--- src/rtl/epr_pkg.sv ---
// Shared types, sizes and constants for the eye pixel renderer.
// Used by every module under rtl; depends on nothing else.
package epr_pkg;

	// Geometry of the images and of the view window.
	localparam int unsigned SCLERA_SIZE = 200;
	localparam int unsigned VIEW_SIZE = 160;
	localparam int unsigned IRIS_SIZE = 128;
	localparam int unsigned TEX_WIDTH = 256;
	localparam int unsigned TEX_HEIGHT = 64;

	// Store depths and index widths.
	localparam int unsigned SCL_DEPTH = SCLERA_SIZE * SCLERA_SIZE;
	localparam int unsigned POL_DEPTH = IRIS_SIZE * IRIS_SIZE;
	localparam int unsigned TEX_DEPTH = TEX_WIDTH * TEX_HEIGHT;
	localparam int unsigned SCL_AW = $clog2(SCL_DEPTH);
	localparam int unsigned POL_AW = $clog2(POL_DEPTH);
	localparam int unsigned TEX_AW = $clog2(TEX_DEPTH);

	// Highest pan value that keeps the view on the sclera image.
	localparam int unsigned PAN_MAX = (SCLERA_SIZE > VIEW_SIZE) ? SCLERA_SIZE - VIEW_SIZE : 0;
	// Offset of the iris square inside the sclera image (truncates toward zero).
	localparam int IRIS_OFF = (int'(SCLERA_SIZE) - int'(IRIS_SIZE)) / 2;
	// Ellipse limit: 625 * s > 2601 * V^2 holds exactly when s exceeds this bound.
	localparam longint ELL_LIM = (64'd2601 * VIEW_SIZE * VIEW_SIZE) / 64'd625;

	// Width of the full sclera address before the range check.
	localparam int unsigned SCL_ADDR_W = 18;

	// Item kinds carried in tuser.
	typedef enum logic [1:0] {
		FN_WR_SCLERA = 2'd0,
		FN_WR_POLAR  = 2'd1,
		FN_WR_IRIS   = 2'd2,
		FN_RENDER    = 2'd3
	} func_t;

	// Configuration register indexes.
	typedef enum logic [1:0] {
		CFG_IRIS_SCALE = 2'd0,
		CFG_PAN_X      = 2'd1,
		CFG_PAN_Y      = 2'd2,
		CFG_BLINK      = 2'd3
	} cfg_idx_t;

	// Per-item control that travels down the pipeline.
	typedef struct packed {
		logic              v;
		func_t             func;
		logic [15:0]       waddr;
		logic [15:0]       wdata;
		logic              black;
		logic              in_iris;
		logic              scl_ok;
		logic [SCL_AW-1:0] scl_idx;
	} item_t;

	// Texture lookup decision made after the polar read.
	typedef struct packed {
		logic use_iris;
		logic tex_ok;
	} tex_sel_t;

endpackage

--- src/rtl/epr_geom.sv ---
// Stages 1 and 2: view coordinates, pan clamp, blink and ellipse tests, store addresses.
// Depends on epr_pkg.
module epr_geom (
	input  logic                       clk,
	input  logic                       arst_n,
	input  logic                       adv,
	input  logic                       in_v,
	input  epr_pkg::func_t             func,
	input  logic [15:0]                table_addr,
	input  logic [15:0]                table_data,
	input  logic [7:0]                 screen_x,
	input  logic [7:0]                 screen_y,
	input  logic [7:0]                 pan_x,
	input  logic [7:0]                 pan_y,
	input  logic [7:0]                 blink_height,
	output epr_pkg::item_t             item_s2,
	output logic [epr_pkg::POL_AW-1:0] pol_idx_s2
);

	localparam int unsigned SCL_ADDR_W_L = epr_pkg::SCL_ADDR_W;

	logic [7:0]         pan_xc, pan_yc;
	logic               black_in;
	logic signed [10:0] dx, dy;
	logic signed [21:0] dx2_full, dy2_full;

	epr_pkg::item_t     item_s1;
	logic [8:0]         cx_s1, cy_s1;
	logic [17:0]        dx2_s1, dy2_s1;

	logic [21:0]        ell_sum;
	logic signed [10:0] ix, iy;
	logic               in_iris;
	logic [16:0]        pol_addr;
	logic [SCL_ADDR_W_L-1:0] scl_addr;

	// Pan clamp: a pan that runs the view off the image falls back to the maximum.
	always_comb begin
		pan_xc = pan_x;
		pan_yc = pan_y;
		if (({2'b0, pan_x} + 10'(epr_pkg::VIEW_SIZE)) > 10'(epr_pkg::SCLERA_SIZE)) begin
			pan_xc = 8'(epr_pkg::PAN_MAX);
		end
		if (({2'b0, pan_y} + 10'(epr_pkg::VIEW_SIZE)) > 10'(epr_pkg::SCLERA_SIZE)) begin
			pan_yc = 8'(epr_pkg::PAN_MAX);
		end
	end

	// Out-of-view coordinates and blink bands both give black.
	always_comb begin
		black_in = ({1'b0, screen_x} >= 9'(epr_pkg::VIEW_SIZE)) ||
			({1'b0, screen_y} >= 9'(epr_pkg::VIEW_SIZE)) ||
			(screen_y < blink_height) ||
			(({1'b0, screen_y} + {1'b0, blink_height}) >= 9'(epr_pkg::VIEW_SIZE));
	end

	// Ellipse distances from the view center, doubled to stay integer.
	assign dx = $signed({2'b0, screen_x, 1'b0}) - 11'sd0 - $signed(11'(epr_pkg::VIEW_SIZE));
	assign dy = $signed({2'b0, screen_y, 1'b0}) - 11'sd0 - $signed(11'(epr_pkg::VIEW_SIZE));
	assign dx2_full = dx * dx;
	assign dy2_full = dy * dy;

	// Stage 1 registers.
	always_ff @(posedge clk or negedge arst_n) begin
		if (!arst_n) begin
			item_s1 <= '0;
		end else if (adv) begin
			item_s1.v       <= in_v;
			item_s1.func    <= func;
			item_s1.waddr   <= table_addr;
			item_s1.wdata   <= table_data;
			item_s1.black   <= black_in;
			item_s1.in_iris <= 1'b0;
			item_s1.scl_ok  <= 1'b0;
			item_s1.scl_idx <= '0;
		end
	end

	always_ff @(posedge clk) begin
		if (adv) begin
			cx_s1  <= {1'b0, pan_xc} + {1'b0, screen_x};
			cy_s1  <= {1'b0, pan_yc} + {1'b0, screen_y};
			dx2_s1 <= dx2_full[17:0];
			dy2_s1 <= dy2_full[17:0];
		end
	end

	// Ellipse test against the exact rational bound.
	assign ell_sum = {dx2_s1, 2'b0} + 22'(dy2_s1) * 22'd9;

	// Iris square membership and store addresses.
	assign ix = $signed({2'b0, cx_s1}) - 11'(epr_pkg::IRIS_OFF);
	assign iy = $signed({2'b0, cy_s1}) - 11'(epr_pkg::IRIS_OFF);
	assign in_iris = (ix >= 11'sd0) && (ix < $signed(11'(epr_pkg::IRIS_SIZE))) &&
		(iy >= 11'sd0) && (iy < $signed(11'(epr_pkg::IRIS_SIZE)));
	assign pol_addr = 17'(iy[8:0]) * 17'(epr_pkg::IRIS_SIZE) + 17'(ix[8:0]);
	assign scl_addr = SCL_ADDR_W_L'(cy_s1) * SCL_ADDR_W_L'(epr_pkg::SCLERA_SIZE) +
		SCL_ADDR_W_L'(cx_s1);

	// Stage 2 registers.
	always_ff @(posedge clk or negedge arst_n) begin
		if (!arst_n) begin
			item_s2 <= '0;
		end else if (adv) begin
			item_s2.v       <= item_s1.v;
			item_s2.func    <= item_s1.func;
			item_s2.waddr   <= item_s1.waddr;
			item_s2.wdata   <= item_s1.wdata;
			item_s2.black   <= item_s1.black || (ell_sum > 22'(epr_pkg::ELL_LIM));
			item_s2.in_iris <= in_iris;
			item_s2.scl_ok  <= scl_addr < SCL_ADDR_W_L'(epr_pkg::SCL_DEPTH);
			item_s2.scl_idx <= scl_addr[epr_pkg::SCL_AW-1:0];
		end
	end

	always_ff @(posedge clk) begin
		if (adv) begin
			pol_idx_s2 <= pol_addr[epr_pkg::POL_AW-1:0];
		end
	end

endmodule

--- config.mk ---
export PLATFORM = sky130hd
export DESIGN_NAME = epr_geom
export DESIGN_NICKNAME = d
export VERILOG_FILES = /design/src/rtl/epr_pkg.sv /design/src/rtl/epr_geom.sv
export SDC_FILE = /design/constraint.sdc
export NUM_CORES = 1
export LEC_CHECK = 0
export BUFFER_PORTS_ARGS = -buffer_cell sky130_fd_sc_hd__buf_2
export CAP_MARGIN = 20
export CORE_ASPECT_RATIO = 0.7
export CORE_UTILIZATION = 45
export DETAILED_ROUTE_END_ITERATION = 8
export PLACE_DENSITY = 0.77
export SYNTH_ARGS = -nofsm -noshare
export SYNTH_HDL_FRONTEND = slang
export SYNTH_SLANG_ARGS = --single-unit
--- constraint.sdc ---
create_clock -name clk -period 3.7 [get_ports clk]
set_clock_uncertainty 0.2 [all_clocks]
set_input_delay 1.11 -clock clk [delete_from_list [all_inputs] [get_ports clk]]
set_output_delay 1.11 -clock clk [all_outputs]
set_load 0.02 [all_outputs]
==> run metrics <==
Die Area 32580 um2; initial antenna violation count 2; largest net degree at the start of global routing 79; clock latency on the worst-skew pair 0.42 ns; CTS tree done; setup ws final -1.893 ns; PwrDens 935.1 nW/um2; Cells after Synth 1345; core area 31210 um2; wire length per cell 15.76 um; floorplan row count 54; Slew headroom 48.64%; CP arrival 5.57 ns; Boundary Pins 146; worst r2r src cy_s1[2]$_DFFE_PP_; Root Driver clkbuf_16; Pwr Total 18.18 mW; max-cap violations 0; compound-gate portion of the synthesized area 8.014%; fmax 178.8 MHz; # DRC 0; Worst R2R Setup Slack -0.21 ns; Setup crit start screen_x[4]; Distinct cells, synth 68; clock transition at the registers of the reported paths 0.07 ns; YS warnings 0; Slew Limit Fails 0; post-synth top area cell fa_1; Critical Path Sink dx2_s1[17]$_DFFE_PP_; slowest CP cell fa_1; routability cong. 0.8940; outcome complete, but fails checks; CP most frequent cell fa_1; Detail Route Antenna Nets 0; Vias 10.98k; Post-synth top cells inv_1 (259), ha_1 (190), fa_1 (129); reg2reg path depth 18; GRT Util Overall 20.09%; area grow syn2layout 35.69%; first-pass GRT wire length 52930 um; Final Hold Fails 0; maximum VDD drop 0.8079 mV; class of the worst hold path flip-flop to flip-flop; sequential share of the synthesized area 28.70%; total CTS buffers 17; critical path class input pin to flip-flop; mux cell area share after synthesis 6.818%; failing checks negative setup slack; CP cell instances buf_12 -> inv_8 -> ha_4 -> inv_2 -> a21oi_4 -> nand2_2 -> fa_1 -> fa_1 -> inv_1 -> fa_1 -> fa_1 -> fa_1 -> ha_4 -> a21oi_4 -> o21bai_1 -> a21oi_2 -> o21ai_2 -> a21o_1 -> a21oi_2 -> xnor2_1; Die Ht 151.3 um; Worst Path Max Fanout 5; I/O Buffers 145; Simple-Gate Fraction of Synth Area 8.197%; async set-reset flop share out of synthesis 59.21%; largest family of logic cells by synthesized area adder cells; hpwl dp 25750 um; share of cells above drive strength 1 40.81%; ranking of synthesized cells by area fa_1 (18%), ha_1 (17%), dfrtp_1 (16%), edfxtp_1 (13%), inv_1 (6.8%); Mean Syn Cell Area 10.66 um2; H-Tree Depth 4; Tmin final 5.593 ns; final worst path period share 151.1%; worst slew pin tran 0.7703 ns; Post-synth top flop dfrtp_1; die width 215.3 um; Leakage 9.422 nW; Pre-antenna DRT Iters 5; initial core utilization 45.92%; vias in the first global route 10.90k; worst hold path stage count 0; highest cell delay on the worst timing path 0.57 ns; final WL 34430 um; Vias/cell 5.027; # nets final 2146; count leader, synth inv_1; CP endpoint kind flip-flop; final setup violation count 23; total congestion overflow 0; # clock sinks 152; Worst Path Required 3.68 ns; XOR/XNOR share of the synthesized area 6.155%; synthesized flop and latch total 152; area share of the largest cell type after synthesis 18.02%; TNS Setup -31.45 ns; synthesized area 14330 um2; r2r endpoint item_s2[16]$_DFFE_PN0P_; Startpoint Class input pin; RSZ-0062 raised after global routing yes; hold_ws 0.2636 ns; CTS max path bufs 2; Post-synth EDFFs 62; Starting DRT DRC Count 652; Adder-Cell Fraction of Synth Area 34.60%
## worst max-delay path: cells and delay by family
| kind | cells | cell delay, ns |
|---|---|---|
| adder cells (fa/ha/maj) | 7 | 2.95 |
| AO/OA/AOI/OAI | 7 | 1.03 |
| buffers and inverters | 4 | 0.28 |
| AND/OR/NAND/NOR | 1 | 0.10 |
| XOR/XNOR | 1 | 0.09 |
## metal layers
| metal | part of all wire [%] | up-vias | track usage [%] |
|---|---|---|---|
| met3 | 4.1 | 44 | 3.193 |
| met2 | 50 | 261 | 32.82 |
| li1 | - | 5226 | - |
| met5 | 0 | - | 0 |
| met1 | 45 | 5448 | 28.01 |
| met4 | 1.4 | 0 | 4.894 |
## power breakdown
part           internal (mW)  switching [mW]
sequential              2.42           0.214
clock                   1.04           0.719
combinational           7.06            6.74
## flip-flops by register name, indices dropped and copies added, names as in the netlist
register and count:
cx_s1 9, cy_s1 9, dx2_s1 15, dy2_s1 15, item_s1 36, item_s2 54
pol_idx_s2 14
## area by class of cell
class | instances | area (um2)
antenna | 2 | 5.005
clock buffer | 22 | 496.7
clock inverter | 10 | 105.1
fill | 2340 | 11770
inverter | 259 | 1025
multi-input combinational | 912 | 10280
sequential | 152 | 4114
tap | 420 | 525.5
timing repair buffer | 407 | 2898
## cells in the final DEF (no fill, tap or decap), drive strengths merged, types with 4 or more instances in the layout
cell type / synthesis / final
inv: 259 / 263
a21oi: 62 / 62
nand3: 11 / 11
a21o: 19 / 19
nand2: 54 / 54
dfrtp: 90 / 90
nor3: 16 / 16
edfxtp: 62 / 62
a31oi: 7 / 7
clkbuf: 22 / 22
o21ai: 32 / 32
nor4: 10 / 10
and3: 4 / 4
nor2: 59 / 59
ha: 190 / 190
a211oi: 7 / 7
o211ai: 4 / 4
buf: 1 / 407
o21bai: 16 / 16
nand2b: 17 / 17
clkinv: 0 / 4
nand4: 5 / 5
fa: 129 / 129
xnor2: 71 / 71
mux2: 82 / 82
and2: 27 / 27
xor2: 28 / 28
mux2i: 5 / 5
nor2b: 14 / 14
## cells by family after synthesis
| family | after synthesis |
|---|---|
| buffers and inverters | 282 |
| multiplexers | 87 |
| AO/OA/AOI/OAI | 174 |
| adder cells (fa/ha/maj) | 319 |
| other | 1 |
| XOR/XNOR | 99 |
| AND/OR/NAND/NOR | 231 |
| flip-flops | 152 |
## through the flow
step	utilization, %	setup slack, ns	area (um2)	std cells
after floorplan	-	-2.233	14920	1346
after global placement	56.63	-2.313	17680	2103
after detailed placement	56.63	-2.457	17680	2103
after CTS	60.13	-1.946	18770	2158
after global routing	62.30	-2.030	19450	2184
final	62.30	-1.893	19450	2184
## how the worst min path moves through the flow
stage,start,to,slack [ns]
2_1_floorplan,cx_s1[0]$_DFFE_PP_,pol_idx_s2[0]$_DFFE_PP_,0.22
3_3_place_gp,cx_s1[1]$_DFFE_PP_,pol_idx_s2[1]$_DFFE_PP_,0.23
3_5_place_dp,cx_s1[1]$_DFFE_PP_,pol_idx_s2[1]$_DFFE_PP_,0.24
4_1_cts,cx_s1[1]$_DFFE_PP_,pol_idx_s2[1]$_DFFE_PP_,0.26
5_1_grt,cx_s1[1]$_DFFE_PP_,pol_idx_s2[1]$_DFFE_PP_,0.27
6_report,cx_s1[1]$_DFFE_PP_,pol_idx_s2[1]$_DFFE_PP_,0.26
## what timing repair did
action	CTS	global route
hold buffers	0	0
resized for setup	73	101
setup buffers	53	29
pin swaps	73	116
endpoints found under the setup margin	32	33
(Power assumes the default switching activity.)
